$ cat config.mk
export PLATFORM = sky130hd
export DESIGN_NAME = utf8_text_detector
export DESIGN_NICKNAME = d
export VERILOG_FILES = /design/src/rtl/core/utd_pkg.sv /design/src/rtl/core/utf8_text_detector.sv /design/src/rtl/core/utd_byte_decode.sv
export SDC_FILE = /design/constraint.sdc
export NUM_CORES = 1
export LEC_CHECK = 0
export BUFFER_PORTS_ARGS = -buffer_cell sky130_fd_sc_hd__buf_2
export CORE_MARGIN = 5
export CORE_UTILIZATION = 49
export DETAILED_ROUTE_END_ITERATION = 12
export PLACE_DENSITY = 0.75
export SETUP_SLACK_MARGIN = 0.3
export SLEW_MARGIN = 20
export SYNTH_ARGS = -nofsm -noshare
export SYNTH_HDL_FRONTEND = slang
export SYNTH_SLANG_ARGS = --single-unit
$ cat constraint.sdc
create_clock -name clk -period 1.9 [get_ports clk]
set_input_delay 0.285 -clock clk [delete_from_list [all_inputs] [get_ports clk]]
set_output_delay 0.285 -clock clk [all_outputs]
set_load 0.01 [all_outputs]
$ cat src/rtl/core/utd_pkg.sv
// Package for the UTF-8 text detector.
// Holds verdict codes, byte constants and the byte class record; no dependencies.
package utd_pkg;

    typedef logic [2:0] code_t;
    typedef logic [2:0] count_t;

    localparam code_t FAIL_NONE     = 3'd0;
    localparam code_t VERDICT_UTF8  = 3'd0;
    localparam code_t VERDICT_ASCII = 3'd1;
    localparam code_t FAIL_CTRL     = 3'd2;
    localparam code_t FAIL_LEAD     = 3'd3;
    localparam code_t FAIL_CONT     = 3'd4;

    localparam logic [7:0] CHAR_NUL   = 8'h00;
    localparam logic [7:0] CHAR_BEL   = 8'h07;
    localparam logic [7:0] CHAR_BS    = 8'h08;
    localparam logic [7:0] CHAR_HT    = 8'h09;
    localparam logic [7:0] CHAR_LF    = 8'h0A;
    localparam logic [7:0] CHAR_FF    = 8'h0C;
    localparam logic [7:0] CHAR_CR    = 8'h0D;
    localparam logic [7:0] CHAR_ESC   = 8'h1B;
    localparam logic [7:0] CHAR_SPACE = 8'h20;
    localparam logic [7:0] CHAR_TILDE = 8'h7E;

    typedef struct packed {
        logic   is_ascii;
        logic   ascii_ok;
        logic   is_cont;
        count_t lead_len;
    } byte_class_t;

endpackage

$ cat src/rtl/core/utf8_text_detector.sv
// Top level of the UTF-8 text detector: input register, string state and result register.
// Depends on utd_pkg and utd_byte_decode.
//
// The block takes one byte per cycle, but a terminating byte waits while the result
// register is not yet read. One verdict comes out per string. A byte goes into an input
// register, is decoded and folded into the string state, and a terminating byte (zero, or
// marked by tlast) loads the result register; the state then starts over for the next
// string. The verdict is 0 for UTF-8 text with at least one complete multibyte sequence,
// 1 for plain 7-bit text, 2 for a bad control character, 3 for a bad lead byte and 4 for a
// bad continuation byte; the first failure of a string is the one reported. A multibyte
// sequence cut short by the end of the string is dropped without failure.
module utf8_text_detector
(
    input  logic       clk,
    input  logic       rst_n,
    input  logic       s_axis_tvalid,
    output logic       s_axis_tready,
    input  logic [7:0] s_axis_tdata,  // [7:0] data_byte
    input  logic       s_axis_tlast,  // is_last
    output logic       m_axis_tvalid,
    input  logic       m_axis_tready,
    output logic [7:0] m_axis_tdata   // [2:0] verdict, [3] is_utf8, [7:4] zero
);
    import utd_pkg::*;

    logic        in_valid_reg;
    logic [7:0]  byte_reg;
    logic        last_reg;

    count_t      pending_reg, pending_next;
    logic        seen_reg, seen_next;
    code_t       fail_reg, fail_next;

    logic        out_valid_reg;
    code_t       verdict_reg, verdict_next;

    byte_class_t cls;
    logic        nonzero;
    logic        term;
    logic        advance;

    utd_byte_decode u_decode
    (
        .data_byte (byte_reg),
        .cls       (cls)
    );

    assign nonzero       = (byte_reg != CHAR_NUL);
    assign term          = ~nonzero | last_reg;
    assign advance       = in_valid_reg & (~term | ~out_valid_reg | m_axis_tready);
    assign s_axis_tready = ~in_valid_reg | advance;

    always_comb
    begin
        pending_next = pending_reg;
        seen_next    = seen_reg;
        fail_next    = fail_reg;
        if (nonzero && (fail_reg == FAIL_NONE))
        begin
            if (pending_reg != 3'd0)
            begin
                if (!cls.is_cont)
                begin
                    fail_next = FAIL_CONT;
                end
                else
                begin
                    pending_next = pending_reg - 3'd1;
                    if (pending_reg == 3'd1)
                    begin
                        seen_next = 1'b1;
                    end
                end
            end
            else if (cls.is_ascii)
            begin
                if (!cls.ascii_ok)
                begin
                    fail_next = FAIL_CTRL;
                end
            end
            else if (cls.lead_len == 3'd0)
            begin
                fail_next = FAIL_LEAD;
            end
            else
            begin
                pending_next = cls.lead_len;
            end
        end

        if (fail_next != FAIL_NONE)
        begin
            verdict_next = fail_next;
        end
        else if (seen_next)
        begin
            verdict_next = VERDICT_UTF8;
        end
        else
        begin
            verdict_next = VERDICT_ASCII;
        end
    end

    always_ff @(posedge clk or negedge rst_n)
    begin
        if (!rst_n)
        begin
            in_valid_reg  <= 1'b0;
            pending_reg   <= 3'd0;
            seen_reg      <= 1'b0;
            fail_reg      <= FAIL_NONE;
            out_valid_reg <= 1'b0;
        end
        else
        begin
            if (s_axis_tready)
            begin
                in_valid_reg <= s_axis_tvalid;
            end
            if (advance)
            begin
                if (term)
                begin
                    pending_reg <= 3'd0;
                    seen_reg    <= 1'b0;
                    fail_reg    <= FAIL_NONE;
                end
                else
                begin
                    pending_reg <= pending_next;
                    seen_reg    <= seen_next;
                    fail_reg    <= fail_next;
                end
            end
            if (advance && term)
            begin
                out_valid_reg <= 1'b1;
            end
            else if (m_axis_tready)
            begin
                out_valid_reg <= 1'b0;
            end
        end
    end

    always_ff @(posedge clk)
    begin
        if (s_axis_tready && s_axis_tvalid)
        begin
            byte_reg <= s_axis_tdata;
            last_reg <= s_axis_tlast;
        end
        if (advance && term)
        begin
            verdict_reg <= verdict_next;
        end
    end

    assign m_axis_tvalid = out_valid_reg;
    assign m_axis_tdata  = {4'b0000, (verdict_reg == VERDICT_UTF8), verdict_reg};

endmodule

$ cat src/rtl/core/utd_byte_decode.sv
// Byte classifier for the UTF-8 text detector.
// Purely combinational; depends on utd_pkg.
module utd_byte_decode
(
    input  logic [7:0]           data_byte,
    output utd_pkg::byte_class_t cls
);
    import utd_pkg::*;

    always_comb
    begin
        cls.is_ascii = ~data_byte[7];
        cls.ascii_ok = ((data_byte >= CHAR_SPACE) && (data_byte <= CHAR_TILDE)) ||
                       (data_byte == CHAR_BEL) || (data_byte == CHAR_BS) ||
                       (data_byte == CHAR_HT) || (data_byte == CHAR_LF) ||
                       (data_byte == CHAR_FF) || (data_byte == CHAR_CR) ||
                       (data_byte == CHAR_ESC);
        cls.is_cont  = (data_byte[7:6] == 2'b10);
        if (!data_byte[6])
        begin
            cls.lead_len = 3'd0;
        end
        else if (!data_byte[5])
        begin
            cls.lead_len = 3'd1;
        end
        else if (!data_byte[4])
        begin
            cls.lead_len = 3'd2;
        end
        else if (!data_byte[3])
        begin
            cls.lead_len = 3'd3;
        end
        else if (!data_byte[2])
        begin
            cls.lead_len = 3'd4;
        end
        else if (!data_byte[1])
        begin
            cls.lead_len = 3'd5;
        end
        else
        begin
            cls.lead_len = 3'd0;
        end
    end

endmodule

==> out/metrics.yaml <==
layout:
  area_delta_synth_final_pct: 38.1
  fin_util_pct: 68.9
  multiInputGateArea_sq_um: 672
  num-nets-final: 182
  antenna_cells: 0
  layout-drive-gt1-share_pct: 39.4
  fin_cells: 195
  seq_area_sq_um: 586
  nFillCells: 174
  largest_reg_flops: 8
  final_cell_area_sq_um: 1680
worst_setup_path:
  worstPathMaxFanout: 2
  crit_family: "simple AND/OR/NAND/NOR gates"
  crit_type: "register to primary output"
  endpoint_kind: "primary output"
  critPathBufInv: 2
  cp.required_ns: 1.62
  crit_path_start: "byte_reg[5]$_DFFE_PP_"
  crit_path_end: "s_axis_tready"
  crit_path_cell_trace: "or4_4 -> o21ba_4 -> nor3b_4 -> inv_1 -> buf_2"
  regToRegEndpoint: "verdict_reg[0]$_DFFE_PP_"
  critPathMaxStageDelay_ns: 0.55
  worst-path-stages: 5
  cp.arrival_ns: 1.87
  slowest_stage: "or4_4"
  r2r_slack_ns: -0.19
  start_kind: "register"
  worstRegToRegCells: 7
  timing.rr.start: "byte_reg[5]$_DFFE_PP_"
synthesis:
  synth_top_family_by_area: "simple AND/OR/NAND/NOR gates"
  synth_fa_ha_area_share_pct: 3.09
  synth_seq_cells: 21
  synthesis.instances: 117
  ys_warn_count: 0
  synthFlopType: "edfxtp_1"
  synth-edff-count: 12
  synthArstFlopShare_pct: 42.9
  yosys.area_share.simple_pct: 23.1
  synth_area_sq_um: 1210
  syn_avg_cell_area_sq_um: 10.4
  synth-compound-area-share_pct: 17.8
  seq_area_frac_synth_pct: 48.2
  synth_mux_area_share_pct: 0.825
  synth_xor_area_share_pct: 0.722
  yosys.cell_types.count: 47
global_route:
  top_usage_layer: "met2"
  antenna_found_initial: 0
  use_met3_pct: 1.94
  grt_start_max_net_pins: 13
  grt_pass1_vias: 1056
  met2_usage_pct: 33.0
  grt_use_met1_pct: 20.9
  grt_pass1_wl_mm: 4.80
  gr-usage-all-layers_pct: 17.9
  grt_overflow: 0
power_and_ir_drop:
  p_per_area_nw_per_um2: 1040
  p_leak_nw: 0.727
  total_power_mw: 1.74
  vdd_drop_max_mv: 0.661
route:
  routed_via_density: 5.94
  vias: 1159
  antenna_left: 0
  drt-pass1-iter-count: 4
  routed_wl_mm: 3.18
  drc: 0
  dr.first_iter.drc_count: 61
  post_drt_wl_per_cell_um: 16.3
clocking:
  cts_made_buffers: 3
  cts-htree-levels: 1
  cts_tree: "yes"
  clk_latency_ns: 0.31
  clock_sinks: 21
  clk_pin_slew_worst_paths_ns: 0.12
  cts_buffer_depth: 2
  clock-root-buffer: "clkbuf_4"
placed_design:
  place_hpwl_mm: 2.21
  place_congestion: 0.938
  dpl.cell_count: 177
  dpl_cell_area_sq_um: 1470
  io_buffers: 18
sta:
  layout_min_cycle_time_ns: 2.15
  hold_viol: 0
  fin_ws_ns: -0.253
  finClkSkew_ns: 0.00520
  rsz0062_at_grt: "yes"
  setup_viol: 16
  maxSlewViolCount: 0
  period_share_pct: 113
  setup_tns_ns: -1.44
  fmax_ghz: 0.465
floorplanning:
  initial_core_util_pct: 49.9
  fp.dieW_um: 59.8
  core_area_sq_um: 2430
  fp.dieH_um: 59.8
  die-area_sq_um: 3570
  pin_count: 23
  core.rowCount: 18
flow_run:
  cap_violations: 0
status:
  status: "complete, but fails checks"
  violations: "negative setup slack"
hold_path:
  holdCritPathClass: "primary input to register"
[layout make-up]
type,count,share of cell area [%]
Multi-Input combinational cell,85,40.1
Sequential cell,21,34.9
Timing Repair Buffer,45,18.7
Inverter,10,2.39
Tap cell,30,2.24
Clock buffer,3,1.34
Clock inverter,1,0.299
[worst min path at each step]
stage / startpoint / end / slack (ns) / depth (start not counted)
finish: s_axis_tlast / last_reg$_DFFE_PP_ / 0.14 / 1
global route: s_axis_tdata[5] / byte_reg[5]$_DFFE_PP_ / 0.12 / 1
CTS: s_axis_tdata[6] / byte_reg[6]$_DFFE_PP_ / 0.14 / 1
detailed placement: rst_n / fail_reg[0]$_DFFE_PN0P_ / 0.16 / 1
global placement: rst_n / seen_reg$_DFFE_PN0P_ / 0.15 / 1
floorplan: rst_n / fail_reg[0]$_DFFE_PN0P_ / -0.01 / 0
[worst reg2reg max path: cells and delay by family, from the launching register on]
family	cells	cell delay (ns)
DFF	1	0.40
and+or+nand+nor	1	0.55
AOI/OAI and AO/OA	3	0.56
buffers and inverters	3	0.42
[cells in the mapped netlist, types with 2 or more instances]
library cell / n / area, sq um
dfrtp_1: 9 / 225
buf_4: 4 / 30.0
a21oi_1: 2 / 10.0
ha_1: 3 / 37.5
o31ai_1: 2 / 15.0
nand3_1: 4 / 20.0
or2_1: 2 / 12.5
nand2_1: 7 / 26.3
and4_1: 2 / 17.5
o211ai_1: 2 / 15.0
nand2b_1: 4 / 25.0
o2bb2ai_1: 2 / 17.5
inv_1: 10 / 37.5
nor3_1: 3 / 15.0
or4_4: 2 / 22.5
edfxtp_1: 12 / 360
nor2_1: 6 / 22.5
o21ai_0: 7 / 35.0
nand4_1: 2 / 12.5
a31oi_1: 2 / 12.5
nor2b_1: 4 / 25.0
[power by group]
group          leakage [nW]  switching [mW]  total, mW  internal, mW
sequential            0.234          0.0764      0.658         0.581
combinational         0.475           0.460      0.866         0.406
clock                0.0177           0.141      0.220        0.0786
[cells in the final DEF (no fill, tap or decap), drive strengths merged, types with 2 or more instances in the layout]
cell type	count
a21oi	2
a31oi	2
and4	2
buf	44
clkbuf	3
conb	4
dfrtp	9
edfxtp	12
ha	3
inv	10
nand2	7
nand2b	4
nand3	4
nand4	2
nor2	6
nor2b	5
nor3	3
nor3b	2
o211ai	2
o21ai	7
o2bb2ai	2
o31ai	2
or2	2
or3b	2
or4	2
[what timing repair did]
action | in CTS | in global routing
setup endpoints to repair | 24 | 25
endpoints found under the hold margin | 9 | 0
resized for setup | 8 | 10
buffers inserted | 5 | 7
pin swaps | 7 | 8
hold buffers | 1 | 0
gates cloned | 0 | 1
[metal layers]
layer	part of all wire (%)	up-vias
li1	-	532
met5	0	-
met1	37	554
met3	7.0	8
met2	54	65
met4	1.9	0
[through the flow]
| stage | setup slack (ns) | hold WS (ns) |
|---|---|---|
| final | -0.253 | 0.145 |
| after global routing | -0.359 | 0.118 |
| after CTS | -0.286 | 0.142 |
| after detailed placement | 0.0260 | 0.156 |
| after global placement | 0.0527 | 0.150 |
| after floorplan | 0.0613 | -0.0106 |
[cell families (layout without fill, tap and decap cells)]
logic type / after synthesis / after routing
compound gates: 29 / 29
flops: 21 / 21
buf+inv: 15 / 59
simple gates: 46 / 47
xor+xnor: 1 / 1
other cells: 1 / 4
mux: 1 / 1
fa+ha+maj: 3 / 3
Power figures use the tool's default switching activity.
